--- src/sv/pdlc_pkg.sv ---
// shared types and constants of the password door-lock controller
package pdlc_pkg;

    typedef enum logic [3:0] {
        MODE_BOOT    = 4'd0,
        MODE_FIRST   = 4'd1,
        MODE_IDLE    = 4'd2,
        MODE_OPEN_PW = 4'd3,
        MODE_CHG_OLD = 4'd4,
        MODE_CHG_NEW = 4'd5,
        MODE_OPENING = 4'd6,
        MODE_HOLD    = 4'd7,
        MODE_CLOSING = 4'd8,
        MODE_ALARM   = 4'd9
    } mode_t;

    typedef enum logic [1:0] {
        MOTOR_STOP  = 2'd0,
        MOTOR_CW    = 2'd1,
        MOTOR_CCW   = 2'd2
    } motor_t;

    localparam logic [7:0] CMD_OPEN    = 8'h05;
    localparam logic [7:0] CMD_CHANGE  = 8'h08;
    localparam logic [7:0] CMD_ALARM   = 8'hFF;

    localparam logic [7:0] REPLY_ZERO  = 8'h00;
    localparam logic [7:0] REPLY_OK    = 8'h01;
    localparam logic [7:0] REPLY_PHASE = 8'h0C;

    localparam logic [1:0] CFG_MOTOR_RUN = 2'd0;
    localparam logic [1:0] CFG_HOLD      = 2'd1;
    localparam logic [1:0] CFG_ALARM     = 2'd2;
    localparam logic [1:0] CFG_BUZZ_BIT  = 2'd3;

    localparam logic [15:0] MOTOR_RUN_RESET = 16'd1875;
    localparam logic [15:0] HOLD_RESET      = 16'd375;
    localparam logic [15:0] ALARM_RESET     = 16'd7500;
    localparam logic [3:0]  BUZZ_BIT_RESET  = 4'd7;

endpackage

--- src/sv/password_door_lock_controller_core.sv ---
// password door-lock controller: command decode, password store and compare, timed sequences
//
// One transaction (a tick or a received byte) is taken every clock cycle and its result
// appears in the output register on the next cycle; the input stalls only while a finished
// result is held there by output stall. The state update is a single pass of short logic;
// the stored password sits in a small memory whose next byte is read ahead into a register,
// so a compare never waits. The user must write configuration via cfg_we/cfg_index/cfg_data
// only while idle; the block does not check. First transaction after reset: boot reply 0x01.
module password_door_lock_controller_core #(
    parameter int PASSWORD_LENGTH = 16
) (
    input  logic        clk,
    input  logic        rst_n,
    input  logic        in_valid,
    output logic        in_stall,
    input  logic        opcode,
    input  logic [7:0]  rx_byte,
    output logic        out_valid,
    input  logic        out_stall,
    output logic        tx_valid,
    output logic [7:0]  tx_byte,
    output logic [1:0]  motor_drive,
    output logic        buzzer,
    output logic        busy_res,
    input  logic        cfg_we,
    input  logic [1:0]  cfg_index,
    input  logic [15:0] cfg_data
);
    import pdlc_pkg::*;

    localparam int PosW = $clog2(PASSWORD_LENGTH);
    localparam logic [PosW-1:0] LAST_POS = PosW'(PASSWORD_LENGTH - 1);

    logic [15:0]     motor_run_reg;
    logic [15:0]     hold_reg;
    logic [15:0]     alarm_reg;
    logic [3:0]      buzz_bit_reg;

    mode_t           mode_reg, mode_next;
    logic [PosW-1:0] pos_reg, pos_next;
    logic            present_reg, present_next;
    logic            failed_reg, failed_next;
    logic            done_reg, done_next;
    logic [15:0]     tick_reg, tick_next;

    logic [7:0]      pw_mem [PASSWORD_LENGTH];
    logic [7:0]      pw_rd_reg;
    logic            mem_we;
    logic [7:0]      mem_wdata;

    logic            out_valid_reg;
    logic            tx_valid_reg;
    logic [7:0]      tx_byte_reg;
    logic [1:0]      motor_reg;
    logic            buzzer_reg;
    logic            busy_reg;

    logic            accept;
    logic            is_byte;
    logic            last;
    logic [7:0]      ch;
    logic            ends;
    logic [16:0]     tick_inc;
    logic [15:0]     limit;
    logic [15:0]     tick_dec;
    logic            txv;
    logic [7:0]      txb;
    logic [1:0]      motor;
    logic            buzz;
    logic            busy;

    assign in_stall = out_valid_reg & out_stall;
    assign accept   = in_valid & ~in_stall;
    assign is_byte  = opcode;

    // configuration registers
    always_ff @(posedge clk or negedge rst_n)
    begin
        if (!rst_n)
        begin
            motor_run_reg <= MOTOR_RUN_RESET;
            hold_reg      <= HOLD_RESET;
            alarm_reg     <= ALARM_RESET;
            buzz_bit_reg  <= BUZZ_BIT_RESET;
        end
        else if (cfg_we)
        begin
            case (cfg_index)
                CFG_MOTOR_RUN: motor_run_reg <= cfg_data;
                CFG_HOLD:      hold_reg      <= cfg_data;
                CFG_ALARM:     alarm_reg     <= cfg_data;
                CFG_BUZZ_BIT:  buzz_bit_reg  <= cfg_data[3:0];
                default:       ;
            endcase
        end
    end

    always_comb
    begin
        last      = (pos_reg == LAST_POS);
        ch        = last ? 8'h00 : rx_byte;
        ends      = (ch == 8'h00);
        tick_inc  = {1'b0, tick_reg} + 17'd1;
        limit     = (mode_reg == MODE_HOLD) ? hold_reg : motor_run_reg;

        mode_next    = mode_reg;
        pos_next     = pos_reg;
        present_next = present_reg;
        failed_next  = failed_reg;
        done_next    = done_reg;
        tick_next    = tick_reg;
        mem_we       = 1'b0;
        mem_wdata    = ch;
        txv          = 1'b0;
        txb          = REPLY_ZERO;

        if (accept)
        begin
            case (mode_reg)
                MODE_BOOT:
                begin
                    txv = 1'b1;
                    if (present_reg)
                    begin
                        txb       = REPLY_ZERO;
                        mode_next = MODE_IDLE;
                    end
                    else
                    begin
                        txb         = REPLY_OK;
                        mode_next   = MODE_FIRST;
                        pos_next    = '0;
                        failed_next = 1'b0;
                        done_next   = 1'b0;
                    end
                end
                MODE_OPENING, MODE_HOLD, MODE_CLOSING:
                begin
                    if (!is_byte)
                    begin
                        if (tick_inc > {1'b0, limit})
                        begin
                            txv       = 1'b1;
                            txb       = REPLY_PHASE;
                            tick_next = '0;
                            case (mode_reg)
                                MODE_OPENING: mode_next = MODE_HOLD;
                                MODE_HOLD:    mode_next = MODE_CLOSING;
                                default:      mode_next = MODE_IDLE;
                            endcase
                        end
                        else
                        begin
                            tick_next = tick_inc[15:0];
                        end
                    end
                end
                MODE_ALARM:
                begin
                    if (!is_byte)
                    begin
                        tick_next = tick_inc[15:0];
                        if (tick_inc[15:0] == alarm_reg)
                        begin
                            txv       = 1'b1;
                            txb       = REPLY_ZERO;
                            mode_next = MODE_IDLE;
                        end
                    end
                end
                MODE_IDLE:
                begin
                    if (is_byte)
                    begin
                        if (rx_byte == CMD_OPEN || rx_byte == CMD_CHANGE)
                        begin
                            mode_next   = (rx_byte == CMD_OPEN) ? MODE_OPEN_PW : MODE_CHG_OLD;
                            pos_next    = '0;
                            failed_next = 1'b0;
                            done_next   = 1'b0;
                        end
                        else if (rx_byte == CMD_ALARM)
                        begin
                            tick_next = '0;
                            mode_next = MODE_ALARM;
                        end
                    end
                end
                MODE_FIRST, MODE_CHG_NEW:
                begin
                    if (is_byte)
                    begin
                        mem_we   = 1'b1;
                        pos_next = ends ? '0 : pos_reg + 1'b1;
                        if (ends)
                        begin
                            if (mode_reg == MODE_FIRST)
                                present_next = 1'b1;
                            mode_next = MODE_IDLE;
                        end
                    end
                end
                MODE_OPEN_PW, MODE_CHG_OLD:
                begin
                    if (is_byte)
                    begin
                        if (!failed_reg && !done_reg)
                        begin
                            if (pw_rd_reg != ch)
                                failed_next = 1'b1;
                            else if (pw_rd_reg == 8'h00)
                                done_next = 1'b1;
                        end
                        pos_next = ends ? '0 : pos_reg + 1'b1;
                        if (ends)
                        begin
                            txv = 1'b1;
                            txb = failed_next ? REPLY_ZERO : REPLY_OK;
                            if (failed_next)
                                mode_next = MODE_IDLE;
                            else if (mode_reg == MODE_OPEN_PW)
                            begin
                                tick_next = '0;
                                mode_next = MODE_OPENING;
                            end
                            else
                            begin
                                mode_next   = MODE_CHG_NEW;
                                pos_next    = '0;
                                failed_next = 1'b0;
                                done_next   = 1'b0;
                            end
                        end
                    end
                end
                default: ;
            endcase
        end

        case (mode_next)
            MODE_OPENING: motor = MOTOR_CW;
            MODE_CLOSING: motor = MOTOR_CCW;
            default:      motor = MOTOR_STOP;
        endcase
        tick_dec = tick_next - 16'd1;
        buzz     = (mode_next == MODE_ALARM) && (tick_next != 16'd0) && tick_dec[buzz_bit_reg];
        busy     = mode_next inside {MODE_OPENING, MODE_HOLD, MODE_CLOSING, MODE_ALARM};
    end

    // controller state
    always_ff @(posedge clk or negedge rst_n)
    begin
        if (!rst_n)
        begin
            mode_reg    <= MODE_BOOT;
            pos_reg     <= '0;
            present_reg <= 1'b0;
            failed_reg  <= 1'b0;
            done_reg    <= 1'b0;
            tick_reg    <= '0;
        end
        else
        begin
            mode_reg    <= mode_next;
            pos_reg     <= pos_next;
            present_reg <= present_next;
            failed_reg  <= failed_next;
            done_reg    <= done_next;
            tick_reg    <= tick_next;
        end
    end

    // password store, next byte read ahead
    always_ff @(posedge clk)
    begin
        if (mem_we)
            pw_mem[pos_reg] <= mem_wdata;
        pw_rd_reg <= pw_mem[pos_next];
    end

    // output register
    always_ff @(posedge clk or negedge rst_n)
    begin
        if (!rst_n)
            out_valid_reg <= 1'b0;
        else if (accept)
            out_valid_reg <= 1'b1;
        else if (!out_stall)
            out_valid_reg <= 1'b0;
    end

    always_ff @(posedge clk)
    begin
        if (accept)
        begin
            tx_valid_reg <= txv;
            tx_byte_reg  <= txb;
            motor_reg    <= motor;
            buzzer_reg   <= buzz;
            busy_reg     <= busy;
        end
    end

    assign out_valid   = out_valid_reg;
    assign tx_valid    = tx_valid_reg;
    assign tx_byte     = tx_byte_reg;
    assign motor_drive = motor_reg;
    assign buzzer      = buzzer_reg;
    assign busy_res    = busy_reg;

endmodule
--- config.mk ---
export PLATFORM = sky130hd
export DESIGN_NAME = password_door_lock_controller_core
export DESIGN_NICKNAME = d
export VERILOG_FILES = /design/src/sv/pdlc_pkg.sv /design/src/sv/password_door_lock_controller_core.sv
export SDC_FILE = /design/constraint.sdc
export NUM_CORES = 1
export LEC_CHECK = 0
export ABC_CLOCK_PERIOD_IN_PS = 6200
export BUFFER_PORTS_ARGS = -buffer_cell sky130_fd_sc_hd__buf_2
export CORE_MARGIN = 8
export CORE_UTILIZATION = 62
export DETAILED_ROUTE_END_ITERATION = 6
export PLACE_DENSITY = 0.8
export REMOVE_ABC_BUFFERS = 1
export SKIP_LAST_GASP = 1
export SYNTH_ARGS = -nofsm -noshare
export SYNTH_HDL_FRONTEND = slang
export SYNTH_SLANG_ARGS = --single-unit
--- constraint.sdc ---
create_clock -name clk -period 6.2 [get_ports clk]
set_input_delay 0.31 -clock clk [delete_from_list [all_inputs] [get_ports clk]]
set_output_delay 0.31 -clock clk [all_outputs]
set_load 0.01 [all_outputs]
==> out/metrics.cfg, run 1 <==
[final_layout]
area_growth_pct = 9.56
layout.nets = 1118
layout-drive-gt1-share_pct = 17.2
largest_register = pw_mem
fillCellCount = 1304
stdcell_count = 1315
largest_reg_flops = 128
antenna_cells = 0

[clock_network]
cts_tree = done
clock_path_buffers = 3
clock_sinks = 223
ctsResizeCount = 0
cts_inserted_buffers = 23
path_clk_slew_ns = 0.06
ctsRootBufferMaster = clkbuf_16
clock_latency_ns = 0.52
htreeDepth = 1

[setup_path]
rr_endpoint = buzzer$_DFFE_PP_
crit_path_max_fanout = 13
cp.required_ns = 6.54
worstPathArrival_ns = 5.79
reg2regPathDepth = 20
path_class = flip-flop to flip-flop
r2r_start = tick_reg[0]$_DFF_PN0_
worst_setup_path_start_kind = flip-flop
rrSetupSlack_ns = 0.75
end_kind = flip-flop

[drt]
wl_met2_um = 12000
first_pass_iters = 5
vias = 8537
wl_met3_um = 2410
vias_per_cell = 6.49
ant_nets = 0
wl_um = 26800
wl_met1_um = 11900
drc = 0
drt_iter0_markers = 1052
detail_route.wl_per_cell_um = 20.4
top_layer = met4

[logic_synthesis]
synth_edf_count = 135
synth_seq_cells = 223
netlist_area_um2 = 11600
ys_warn_count = 0
synth_seq_area_share_pct = 53.8
yosys-top-cells-area = edfxtp_1 35%, dfrtp_1 12%, dfstp_2 5.4%, mux2_2 5.1%, nand2_1 3.8%
yosys.area.top_type = edfxtp_1
netlist.area_leader.share_pct = 34.9
yosysUniqueCellTypes = 81
synth-async-reset-ratio_pct = 35.9
syn_inst = 1048
yosysMostFrequentCell = edfxtp_1
synth_ff_type = edfxtp_1
synth_area_per_cell_um2 = 11.1
synthTopCellsByCount = 135 x edfxtp_1, 118 x nand2_1, 56 x dfrtp_1, 56 x nor2_1, 53 x mux2_2

[grt]
antenna_found_initial = 0
grt_use_total_pct = 22.6
grt_max_degree = 81
grt_pass1_wl_um = 42700
grt_pass1_vias = 8133
overflow = 0

[floorplan]
rows = 50
die_area_um2 = 23400
ios = 47
initial_core_util_pct = 62.7
fp.dieH_um = 153
design.core.area_um2 = 18500
die-width_um = 153

[sta]
whs_ns = 0.0558
slew_headroom_pct = 21.8
setup_viol = 0
setup_tns_ns = 0
fin_crit_ns = 5.45
worst_pin_slew_ns = 1.17
final_hold_viol_count = 0
fmax_mhz = 183
skew_ns = 0.0138
period_share_pct = 87.9
slew_violations = 0
rsz0062_at_grt = no

[pwr]
p_sw_mw = 1.29
seq_power_share_pct = 44.2
clkPwrFrac_pct = 32.1
power_frac_comb_pct = 23.7
power_density_nw_per_um2 = 328
peakVddDrop_uv = 226
power_switching_share_pct = 30.8
power_leakage_nw = 4.92
p_int_mw = 2.88
total_power_mw = 4.17

[run_status]
status = complete, no violations

[run]
drv_cap = 0

[worst_hold_path]
hp-start = cfg_data[14]
hold_path.class = input port to flip-flop
hold_path_depth = 2
hold_end = alarm_reg[14]$_DFFE_PN0P_

[placement]
numPortBuffers = 41
placed_cells = 1271
gp_congestion = 0.933
place_hpwl_um = 17900

[cells by family (layout without fill, tap and decap cells)]
logic type	Yosys count	in the layout	share of synthesized area (%)
simple gates	353	353	15.4
flops	223	223	53.8
fa+ha+maj	22	22	2.37
compound gates	240	240	14.4
buf+inv	103	132	3.74
other cells	1	5	0.0323
xor+xnor	35	35	3.61
mux	71	71	6.72
[layout by cell type (no fill, tap or decap), types with 7 or more instances in the layout]
master,Yosys,routed
dfrtp_1,56,56
dfxtp_1,8,8
nand3_1,24,24
mux2_2,53,53
a22o_1,7,7
and3_1,10,10
buf_4,6,14
xnor2_1,15,15
inv_1,33,33
buf_2,8,40
edfxtp_1,135,135
and2_1,31,31
a311oi_1,19,19
and4_1,7,7
a21oi_1,48,47
nor4_1,12,12
nor2_1,56,56
nand2_1,118,118
xor2_1,12,12
dfstp_2,24,24
clkbuf_16,0,24
nand3b_1,7,7
mux2i_1,17,17
nor3_1,23,23
a31oi_1,27,27
and2_0,8,8
nand2b_1,7,7
nor2b_1,12,12
a211oi_1,44,44
or3_1,7,7
o21ai_0,25,25
o21a_1,7,7
nand4_1,15,15
ha_1,22,22
[through the flow]
| step | setup WS (ns) | instance area (µm²) | util [%] |
|---|---|---|---|
| floorplan | -0.629 | 11300 | - |
| global placement | 1.10 | 12000 | 64.6 |
| detailed placement | 0.872 | 12000 | 64.6 |
| CTS | 0.822 | 12700 | 68.7 |
| global route | 0.269 | 12700 | 68.7 |
| finish | 0.747 | 12700 | 68.7 |
[final cells by class]
type	count	area (µm²)	area share (%)
tap	234	293	2.30
inverter	33	124	0.973
clock buffer	29	629	4.94
sequential	223	6250	49.1
clock inverter	13	108	0.845
timing repair buffer	57	345	2.71
multi-input combinational	726	4980	39.1
[critical path, cell delays in order (launching register included)]
cell      delay [ns]
dfrtp_1         0.55
ha_1            0.33
nand4_1         0.19
nor4_1          0.54
xor2_1          0.27
ha_1            0.29
a21o_1          0.18
a21oi_1         0.13
o21ai_0         0.13
a21oi_1         0.24
a211o_2         0.36
o21ai_1         0.14
o21ai_0         0.29
inv_1           0.11
ha_1            0.23
o2111a_1        0.15
and2_1          0.22
a31oi_1         0.18
nand2_1         0.08
a2111o_1        0.38
nor4_2          0.27
[layer usage]
metal,track usage [%],up-vias
li1,-,3956
met1,32.5,4131
met2,34.5,396
met3,4.29,54
met4,6.79,0
met5,0,-
[power by group through the flow]
stage | clock (mW) | sequential (mW) | combinational [mW]
floorplan | 0 | 1.83 | 0.699
global placement | 0 | 1.86 | 0.947
global route | 1.40 | 1.86 | 1.09
detailed placement | 0 | 1.87 | 0.970
finish | 1.34 | 1.85 | 0.987
CTS | 1.35 | 1.84 | 0.978
[how the worst max path moves through the flow]
stage                     startpoint              endpoint  slack (ns)
4_1_cts        tick_reg[0]$_DFF_PN0_      buzzer$_DFFE_PP_        0.82
6_report       tick_reg[0]$_DFF_PN0_      buzzer$_DFFE_PP_        0.75
5_1_grt        tick_reg[0]$_DFF_PN0_      buzzer$_DFFE_PP_        0.27
3_5_place_dp   tick_reg[0]$_DFF_PN0_      buzzer$_DFFE_PP_        0.87
2_1_floorplan  out_valid$_DFFE_PN0P_  pw_rd_reg[2]$_DFF_P_       -0.63
3_3_place_gp   tick_reg[0]$_DFF_PN0_      buzzer$_DFFE_PP_        1.10
[what timing repair did]
item / CTS / global route
hold endpoints to repair: 10 / 0
buffers inserted: 0 / 0
hold buffers: 2 / 0
Power figures use the tool's default switching activity.
==> inputs of run 2 (changes only) <==
--- a/config.mk
+++ b/config.mk
@@ -8,9 +8,8 @@
 export ABC_CLOCK_PERIOD_IN_PS = 6200
 export BUFFER_PORTS_ARGS = -buffer_cell sky130_fd_sc_hd__buf_2
 export CORE_MARGIN = 8
-export CORE_UTILIZATION = 62
+export CORE_UTILIZATION = 26
 export DETAILED_ROUTE_END_ITERATION = 6
-export PLACE_DENSITY = 0.8
 export REMOVE_ABC_BUFFERS = 1
 export SKIP_LAST_GASP = 1
 export SYNTH_ARGS = -nofsm -noshare
==> run 2 against run 1 <==
  * Core utilization is 39 points lower
  * Global-route usage is 11 points lower
  * Fmax is 2.0% higher
  * Die area is 120% higher
  * Total power is 3.3% higher
  * Clock skew is 0.010 ns higher
  * Routed wire length is 12% higher
  * Via count is 1.7% lower
  * Critical path depth stayed put
  * Count of clock-buffer cells in the layout is 6 higher
  * Largest power group unchanged
  * Clock power is 9% higher
  * Design area is 4.6% higher
==> out/metrics.cfg, run 2 (synthesized netlist as in run 1, its figures left out) <==
[final_layout]
layout_common_cells = 135 x edfxtp_1, 118 x nand2_1, 56 x dfrtp_1  ; was 135 x edfxtp_1, 118 x nand2_1, 56 x nor2_1, 56 x dfrtp_1, 53 x mux2_2
largest_register = pw_mem  ; unchanged
fillCellCount = 4511  ; was 1304
layout-drive-gt1-share_pct = 18.0  ; was 17.2%
largest_reg_flops = 128  ; unchanged
layout_commonest_cell = edfxtp_1  ; unchanged
area_growth_pct = 14.6  ; was 9.56%
stdcell_count = 1685  ; was 1315
layout.nets = 1124  ; was 1118
utilization_pct = 30.2  ; was 68.7%

[floorplan]
fp.dieH_um = 227  ; was 153 µm
die_area_um2 = 51700  ; was 23400 µm²
die-width_um = 227  ; was 153 µm
design.core.area_um2 = 44100  ; was 18500 µm²
initial_core_util_pct = 26.3  ; was 62.7%
rows = 77  ; was 50
ios = 47  ; unchanged

[grt]
grt_pass1_wl_um = 47700  ; was 42700 µm
grt_pass1_vias = 8262  ; was 8133
overflow = 0  ; unchanged
grt_use_total_pct = 11.6  ; was 22.6%
antenna_found_initial = 7  ; was 0
grt_max_degree = 65  ; was 81

[run]
drv_cap = 0  ; unchanged

[setup_path]
worst_setup_path_start_kind = flip-flop  ; unchanged
rrSetupSlack_ns = 0.85  ; was 0.75 ns
worstPathCellList = ha_1, nand4_1, nor4_1, xor2_1, ha_1, a21o_1, a21oi_1, o21ai_0, a21oi_1, a211o_2, o21ai_1, o21ai_0, inv_1, ha_1, o2111a_1, and2_1, a31oi_1, nand2_1, a2111o_1, nor4_2  ; unchanged
reg2regPathDepth = 20  ; unchanged
critical-path-max-stage-delay_ns = 0.53  ; was 0.55 ns
path_class = flip-flop to flip-flop  ; unchanged
crit_slowest_cell = dfrtp_1  ; unchanged
worstPathArrival_ns = 5.73  ; was 5.79 ns
r2r_start = tick_reg[0]$_DFF_PN0_  ; unchanged
end_kind = flip-flop  ; unchanged
crit_path_max_fanout = 13  ; unchanged
endpoint = buzzer$_DFFE_PP_  ; unchanged
cp.required_ns = 6.58  ; was 6.54 ns
cp_common_cell = ha_1  ; unchanged
rr_endpoint = buzzer$_DFFE_PP_  ; unchanged
crit_start = tick_reg[0]$_DFF_PN0_  ; unchanged

[pwr]
power_switching_share_pct = 31.1  ; was 30.8%
clkPwrFrac_pct = 34.0  ; was 32.1%
p_sw_mw = 1.34  ; was 1.29 mW
power_frac_comb_pct = 23.2  ; was 23.7%
power_leakage_nw = 4.97  ; was 4.92 nW
seq_power_share_pct = 42.8  ; was 44.2%
power_density_nw_per_um2 = 324  ; was 328 nW/µm²
peakVddDrop_uv = 165  ; was 226 µV
p_int_mw = 2.97  ; was 2.88 mW
total_power_mw = 4.31  ; was 4.17 mW

[drt]
first_pass_iters = 7  ; was 5
vias_per_cell = 4.98  ; was 6.49
ant_nets = 0  ; unchanged
drc = 0  ; unchanged
wl_um = 30000  ; was 26800 µm
drt_iter0_markers = 675  ; was 1052
vias = 8393  ; was 8537
detail_route.wl_per_cell_um = 17.8  ; was 20.4 µm

[clock_network]
clock_sinks = 223  ; unchanged
ctsResizeCount = 0  ; unchanged
cts_inserted_buffers = 25  ; was 23
ctsRootBufferMaster = clkbuf_16  ; unchanged
cts_tree = done  ; unchanged
clock_path_buffers = 3  ; unchanged
path_clk_slew_ns = 0.06  ; about the same
clock_latency_ns = 0.55  ; was 0.52 ns
htreeDepth = 1  ; unchanged

[worst_hold_path]
hold_path.class = input port to flip-flop  ; unchanged

[placement]
place_hpwl_um = 20800  ; was 17900 µm
numPortBuffers = 41  ; unchanged
placed_cells = 1633  ; was 1271
gp_congestion = 0.909  ; was 0.933

[sta]
rsz0062_at_grt = no  ; unchanged
fin_crit_ns = 5.35  ; was 5.45 ns
setup_viol = 0  ; unchanged
worst_pin_slew_ns = 1.21  ; was 1.17 ns
period_share_pct = 86.3  ; was 87.9%
skew_ns = 0.0240  ; was 0.0138 ns
fmax_mhz = 187  ; was 183 MHz
final_hold_viol_count = 0  ; unchanged
slew_headroom_pct = 18.8  ; was 21.8%
slew_violations = 0  ; unchanged

[run_status]
status = complete, no violations  ; unchanged

## run 2: cell count changes in the layout (fill, tap and decap cells not counted), moves of 3 or more
cell        delta
clkinv_1       -3
clkbuf_1       +3
diode_2        +4
clkinvlp_4     +3
buf_4          +3
## run 2: area by class of cell
type | instances | area (µm²) | share of cell area [%]
Tap cell | 592 | 741 | 5.56
Clock buffer | 35 | 704 | 5.29
Inverter | 33 | 124 | 0.931
Antenna cell | 4 | 10.0 | 0.0752
Timing Repair Buffer | 61 | 388 | 2.91
Multi-Input combinational cell | 726 | 4990 | 37.5
Sequential cell | 223 | 6250 | 46.9
Clock inverter | 11 | 109 | 0.818
## run 2: worst min-delay path by stage
stage	slack, ns	startpoint	end	cells after the start
4_1_cts	0.01	cfg_data[14]	hold_reg[14]$_DFFE_PN0P_	2
3_5_place_dp	0.30	rst_n	hold_reg[13]$_DFFE_PN0P_	1
5_1_grt	0.03	cfg_data[14]	hold_reg[14]$_DFFE_PN0P_	2
2_1_floorplan	0.01	rst_n	alarm_reg[0]$_DFFE_PN0P_	0
6_report	0.04	cfg_data[7]	alarm_reg[7]$_DFFE_PN0P_	2
3_3_place_gp	0.29	rst_n	hold_reg[13]$_DFFE_PN0P_	1
## run 2: stage by stage
step | TNS [ns] | hold WS (ns) | setup WS, ns | cell area (µm²)
finish | 0 | 0.0383 | 0.852 | 13300
global route | 0 | 0.0312 | 0.485 | 13300
CTS | 0 | 0.0145 | 0.915 | 13300
detailed placement | 0 | 0.296 | 0.950 | 12500
global placement | 0 | 0.287 | 1.02 | 12500
floorplan | -4.99 | 0.0144 | -0.629 | 11300
## run 2: timing repair
| action | 4_1_cts | 5_1_grt |
|---|---|---|
| buffers inserted | 0 | 0 |
| hold buffers | 2 | 0 |
| endpoints found under the hold margin | 22 | 0 |
## run 2: per-layer routing
metal	track usage (%)	wire, µm	vias up
met4	4.16	823	6
met3	1.93	1710	59
met5	0	28	-
li1	-	-	3984
met1	15.8	13600	4103
met2	18.5	13900	241
## run 2: power groups by stage
stage                     clock network, mW  logic [mW]  registers (mW)
after floorplan                           0       0.699            1.83
after global placement                    0        1.00            1.87
after detailed placement                  0        1.01            1.87
after CTS                              1.51        1.01            1.84
after global routing                   1.56        1.12            1.86
final                                  1.46       0.999            1.84
## run 2: critical path: cells and delay by family, from the launching register on
| family | cells | cell delay, ns |
|---|---|---|
| buf+inv | 1 | 0.11 |
| compound gates | 10 | 2.21 |
| xor+xnor | 1 | 0.25 |
| simple gates | 5 | 1.22 |
| fa+ha+maj | 3 | 0.85 |
| flops | 1 | 0.53 |
==> inputs of run 3 (changes only) <==
--- a/config.mk
+++ b/config.mk
@@ -10,7 +10,9 @@
 export CORE_MARGIN = 8
 export CORE_UTILIZATION = 26
 export DETAILED_ROUTE_END_ITERATION = 6
+export MAX_ROUTING_LAYER = met4
 export REMOVE_ABC_BUFFERS = 1
+export SKIP_CTS_REPAIR_TIMING = 1
 export SKIP_LAST_GASP = 1
 export SYNTH_ARGS = -nofsm -noshare
 export SYNTH_HDL_FRONTEND = slang
==> run 3 against run 2 <==
  * Combinational power about the same
  * Routed wire length up 1.6%
  * Clock power is essentially flat
  * Non-clock buffer count is the same
  * Worst hold slack worse by 0.0071 ns
==> out/metrics.cfg, run 3 (synthesized netlist as in run 1, its figures left out) <==
[pwr]
power_leakage_nw = 4.95  ; was 4.97 nW
total_power_mw = 4.27  ; was 4.31 mW
peakVddDrop_uv = 178  ; was 165 µV
power_density_nw_per_um2 = 322  ; was 324 nW/µm²

[placement]
place_area_um2 = 12400  ; was 12500 µm²
place_hpwl_um = 21300  ; was 20800 µm
gp_congestion = 0.894  ; was 0.909
placed_cells = 1633  ; unchanged
numPortBuffers = 41  ; unchanged

[setup_path]
crit_path_max_fanout = 13  ; unchanged
cp_num_buf_inv = 1  ; unchanged
cp.required_ns = 6.57  ; was 6.58 ns
crit_slowest_cell = dfrtp_1  ; unchanged
cp_common_cell = ha_1  ; unchanged
path_class = flip-flop to flip-flop  ; unchanged
worstPathCellList = ha_1, nand4_1, nor4_1, xor2_1, ha_1, a21o_1, a21oi_1, o21ai_0, a21oi_1, a211o_2, o21ai_1, o21ai_0, inv_1, ha_1, o2111a_1, and2_1, a31oi_1, nand2_1, a2111o_1, nor4_2  ; unchanged
end_kind = flip-flop  ; unchanged
worstPathArrival_ns = 5.78  ; was 5.73 ns
crit_family = compound AO/OA/AOI/OAI gates  ; unchanged
worst_setup_path_start_kind = flip-flop  ; unchanged
rrSetupSlack_ns = 0.79  ; was 0.85 ns
critical-path-max-stage-delay_ns = 0.51  ; was 0.53 ns

[floorplan]
design.core.area_um2 = 44100  ; unchanged
ios = 47  ; unchanged
rows = 77  ; unchanged
fp.dieH_um = 227  ; unchanged
die-width_um = 227  ; unchanged
die_area_um2 = 51700  ; unchanged
initial_core_util_pct = 26.3  ; unchanged

[clock_network]
cts_inserted_buffers = 24  ; was 25
htreeDepth = 1  ; unchanged
cts_tree = done  ; unchanged
clock_latency_ns = 0.55  ; about the same
ctsRootBufferMaster = clkbuf_16  ; unchanged
clock_sinks = 223  ; unchanged
clock_path_buffers = 3  ; unchanged
path_clk_slew_ns = 0.06  ; about the same

[sta]
worst_pin_slew_ns = 1.27  ; was 1.21 ns
setup_viol = 0  ; unchanged
slew_headroom_pct = 14.7  ; was 18.8%
skew_ns = 0.0135  ; was 0.0240 ns
final_hold_viol_count = 0  ; unchanged
period_share_pct = 87.3  ; was 86.3%
rsz0062_at_grt = no  ; unchanged
slew_violations = 0  ; unchanged
fin_crit_ns = 5.41  ; was 5.35 ns
fmax_mhz = 185  ; was 187 MHz

[grt]
met3_usage_pct = 2.02  ; was 1.93%
grt_use_total_pct = 12.0  ; was 11.6%
met2_usage_pct = 18.6  ; was 18.5%
grt_pass1_vias = 8289  ; was 8262
overflow = 0  ; unchanged
grt_pass1_wl_um = 48000  ; was 47700 µm
grt_use_met1_pct = 15.6  ; was 15.8%
grt_most_used_layer = met2  ; unchanged
grt_max_degree = 66  ; was 65
antenna_found_initial = 7  ; unchanged

[final_layout]
layout_commonest_cell = edfxtp_1  ; unchanged
fillCellCount = 4562  ; was 4511
multi_input_area_um2 = 4990  ; about the same
layout_common_cells = 135 x edfxtp_1, 118 x nand2_1, 56 x nor2_1, 56 x dfrtp_1, 53 x mux2_2  ; was 135 x edfxtp_1, 118 x nand2_1, 56 x dfrtp_1
seq_area_um2 = 6250  ; unchanged
layout.nets = 1123  ; was 1124
area_growth_pct = 14.2  ; was 14.6%
stdcell_count = 1686  ; was 1685
layout-drive-gt1-share_pct = 17.4  ; was 18.0%
utilization_pct = 30.1  ; was 30.2%
largest_register = pw_mem  ; unchanged
fin_area_um2 = 13300  ; about the same
largest_reg_flops = 128  ; unchanged

[run_status]
status = complete, no violations  ; unchanged

[worst_hold_path]
hold_path.class = input port to flip-flop  ; unchanged

[drt]
drc = 0  ; unchanged
first_pass_iters = 5  ; was 7
detail_route.wl_per_cell_um = 18.1  ; was 17.8 µm
ant_nets = 0  ; unchanged
vias = 8372  ; was 8393
wl_um = 30500  ; was 30000 µm
vias_per_cell = 4.97  ; was 4.98
drt_iter0_markers = 727  ; was 675

[run]
drv_cap = 0  ; unchanged

-- run 3: cell types whose count changed in the layout (fill, tap and decap cells not counted), sizes merged --
cell / delta
diode: +4
clkbuf: -3
clkinvlp: -3
clkinv: +2
bufinv: +1
-- run 3: metrics by stage --
stage               setup TNS [ns]  setup WS (ns)  hold slack (ns)
finish                           0          0.785           0.0312
global route                     0          0.383           0.0208
CTS                              0          0.806           -0.305
detailed placement               0          0.855            0.279
global placement                 0          0.986            0.272
floorplan                    -4.99         -0.629           0.0144
-- run 3: layer usage --
| metal | wire, µm | part of all wire, % | vias to the layer above |
|---|---|---|---|
| met2 | 14100 | 46 | 230 |
| met5 | 0 | 0 | - |
| met4 | 911 | 3.0 | 0 |
| met3 | 1800 | 5.9 | 60 |
| li1 | - | - | 3968 |
| met1 | 13700 | 45 | 4114 |
-- run 3: worst paths after layout --
kind,start,end,cells after the start
max,tick_reg[0]$_DFF_PN0_,buzzer$_DFFE_PP_,20
min,cfg_data[15],alarm_reg[15]$_DFFE_PN0P_,2
max reg2reg,tick_reg[0]$_DFF_PN0_,buzzer$_DFFE_PP_,20
min reg2reg,alarm_reg[9]$_DFFE_PN0P_,alarm_reg[9]$_DFFE_PN0P_,1
max in group asynchronous,rst_n,motor_run_reg[3]$_DFFE_PN0P_,3
min in group asynchronous,rst_n,hold_reg[13]$_DFFE_PN0P_,2
-- run 3: where the power goes --
| part | total, mW | internal, mW | switching (mW) |
|---|---|---|---|
| Combinational | 0.998 | 0.394 | 0.605 |
| Clock | 1.43 | 0.825 | 0.604 |
| Sequential | 1.84 | 1.72 | 0.121 |
| Total | 4.27 | 2.94 | 1.33 |
-- run 3: cell type report --
| cell class | count | share of cell area, % |
|---|---|---|
| inverter | 33 | 0.934 |
| antenna | 8 | 0.151 |
| clock buffer | 32 | 4.91 |
| tap | 592 | 5.58 |
| timing repair buffer | 61 | 2.74 |
| clock inverter | 11 | 0.981 |
| sequential | 223 | 47.1 |
| multi-input combinational | 726 | 37.6 |
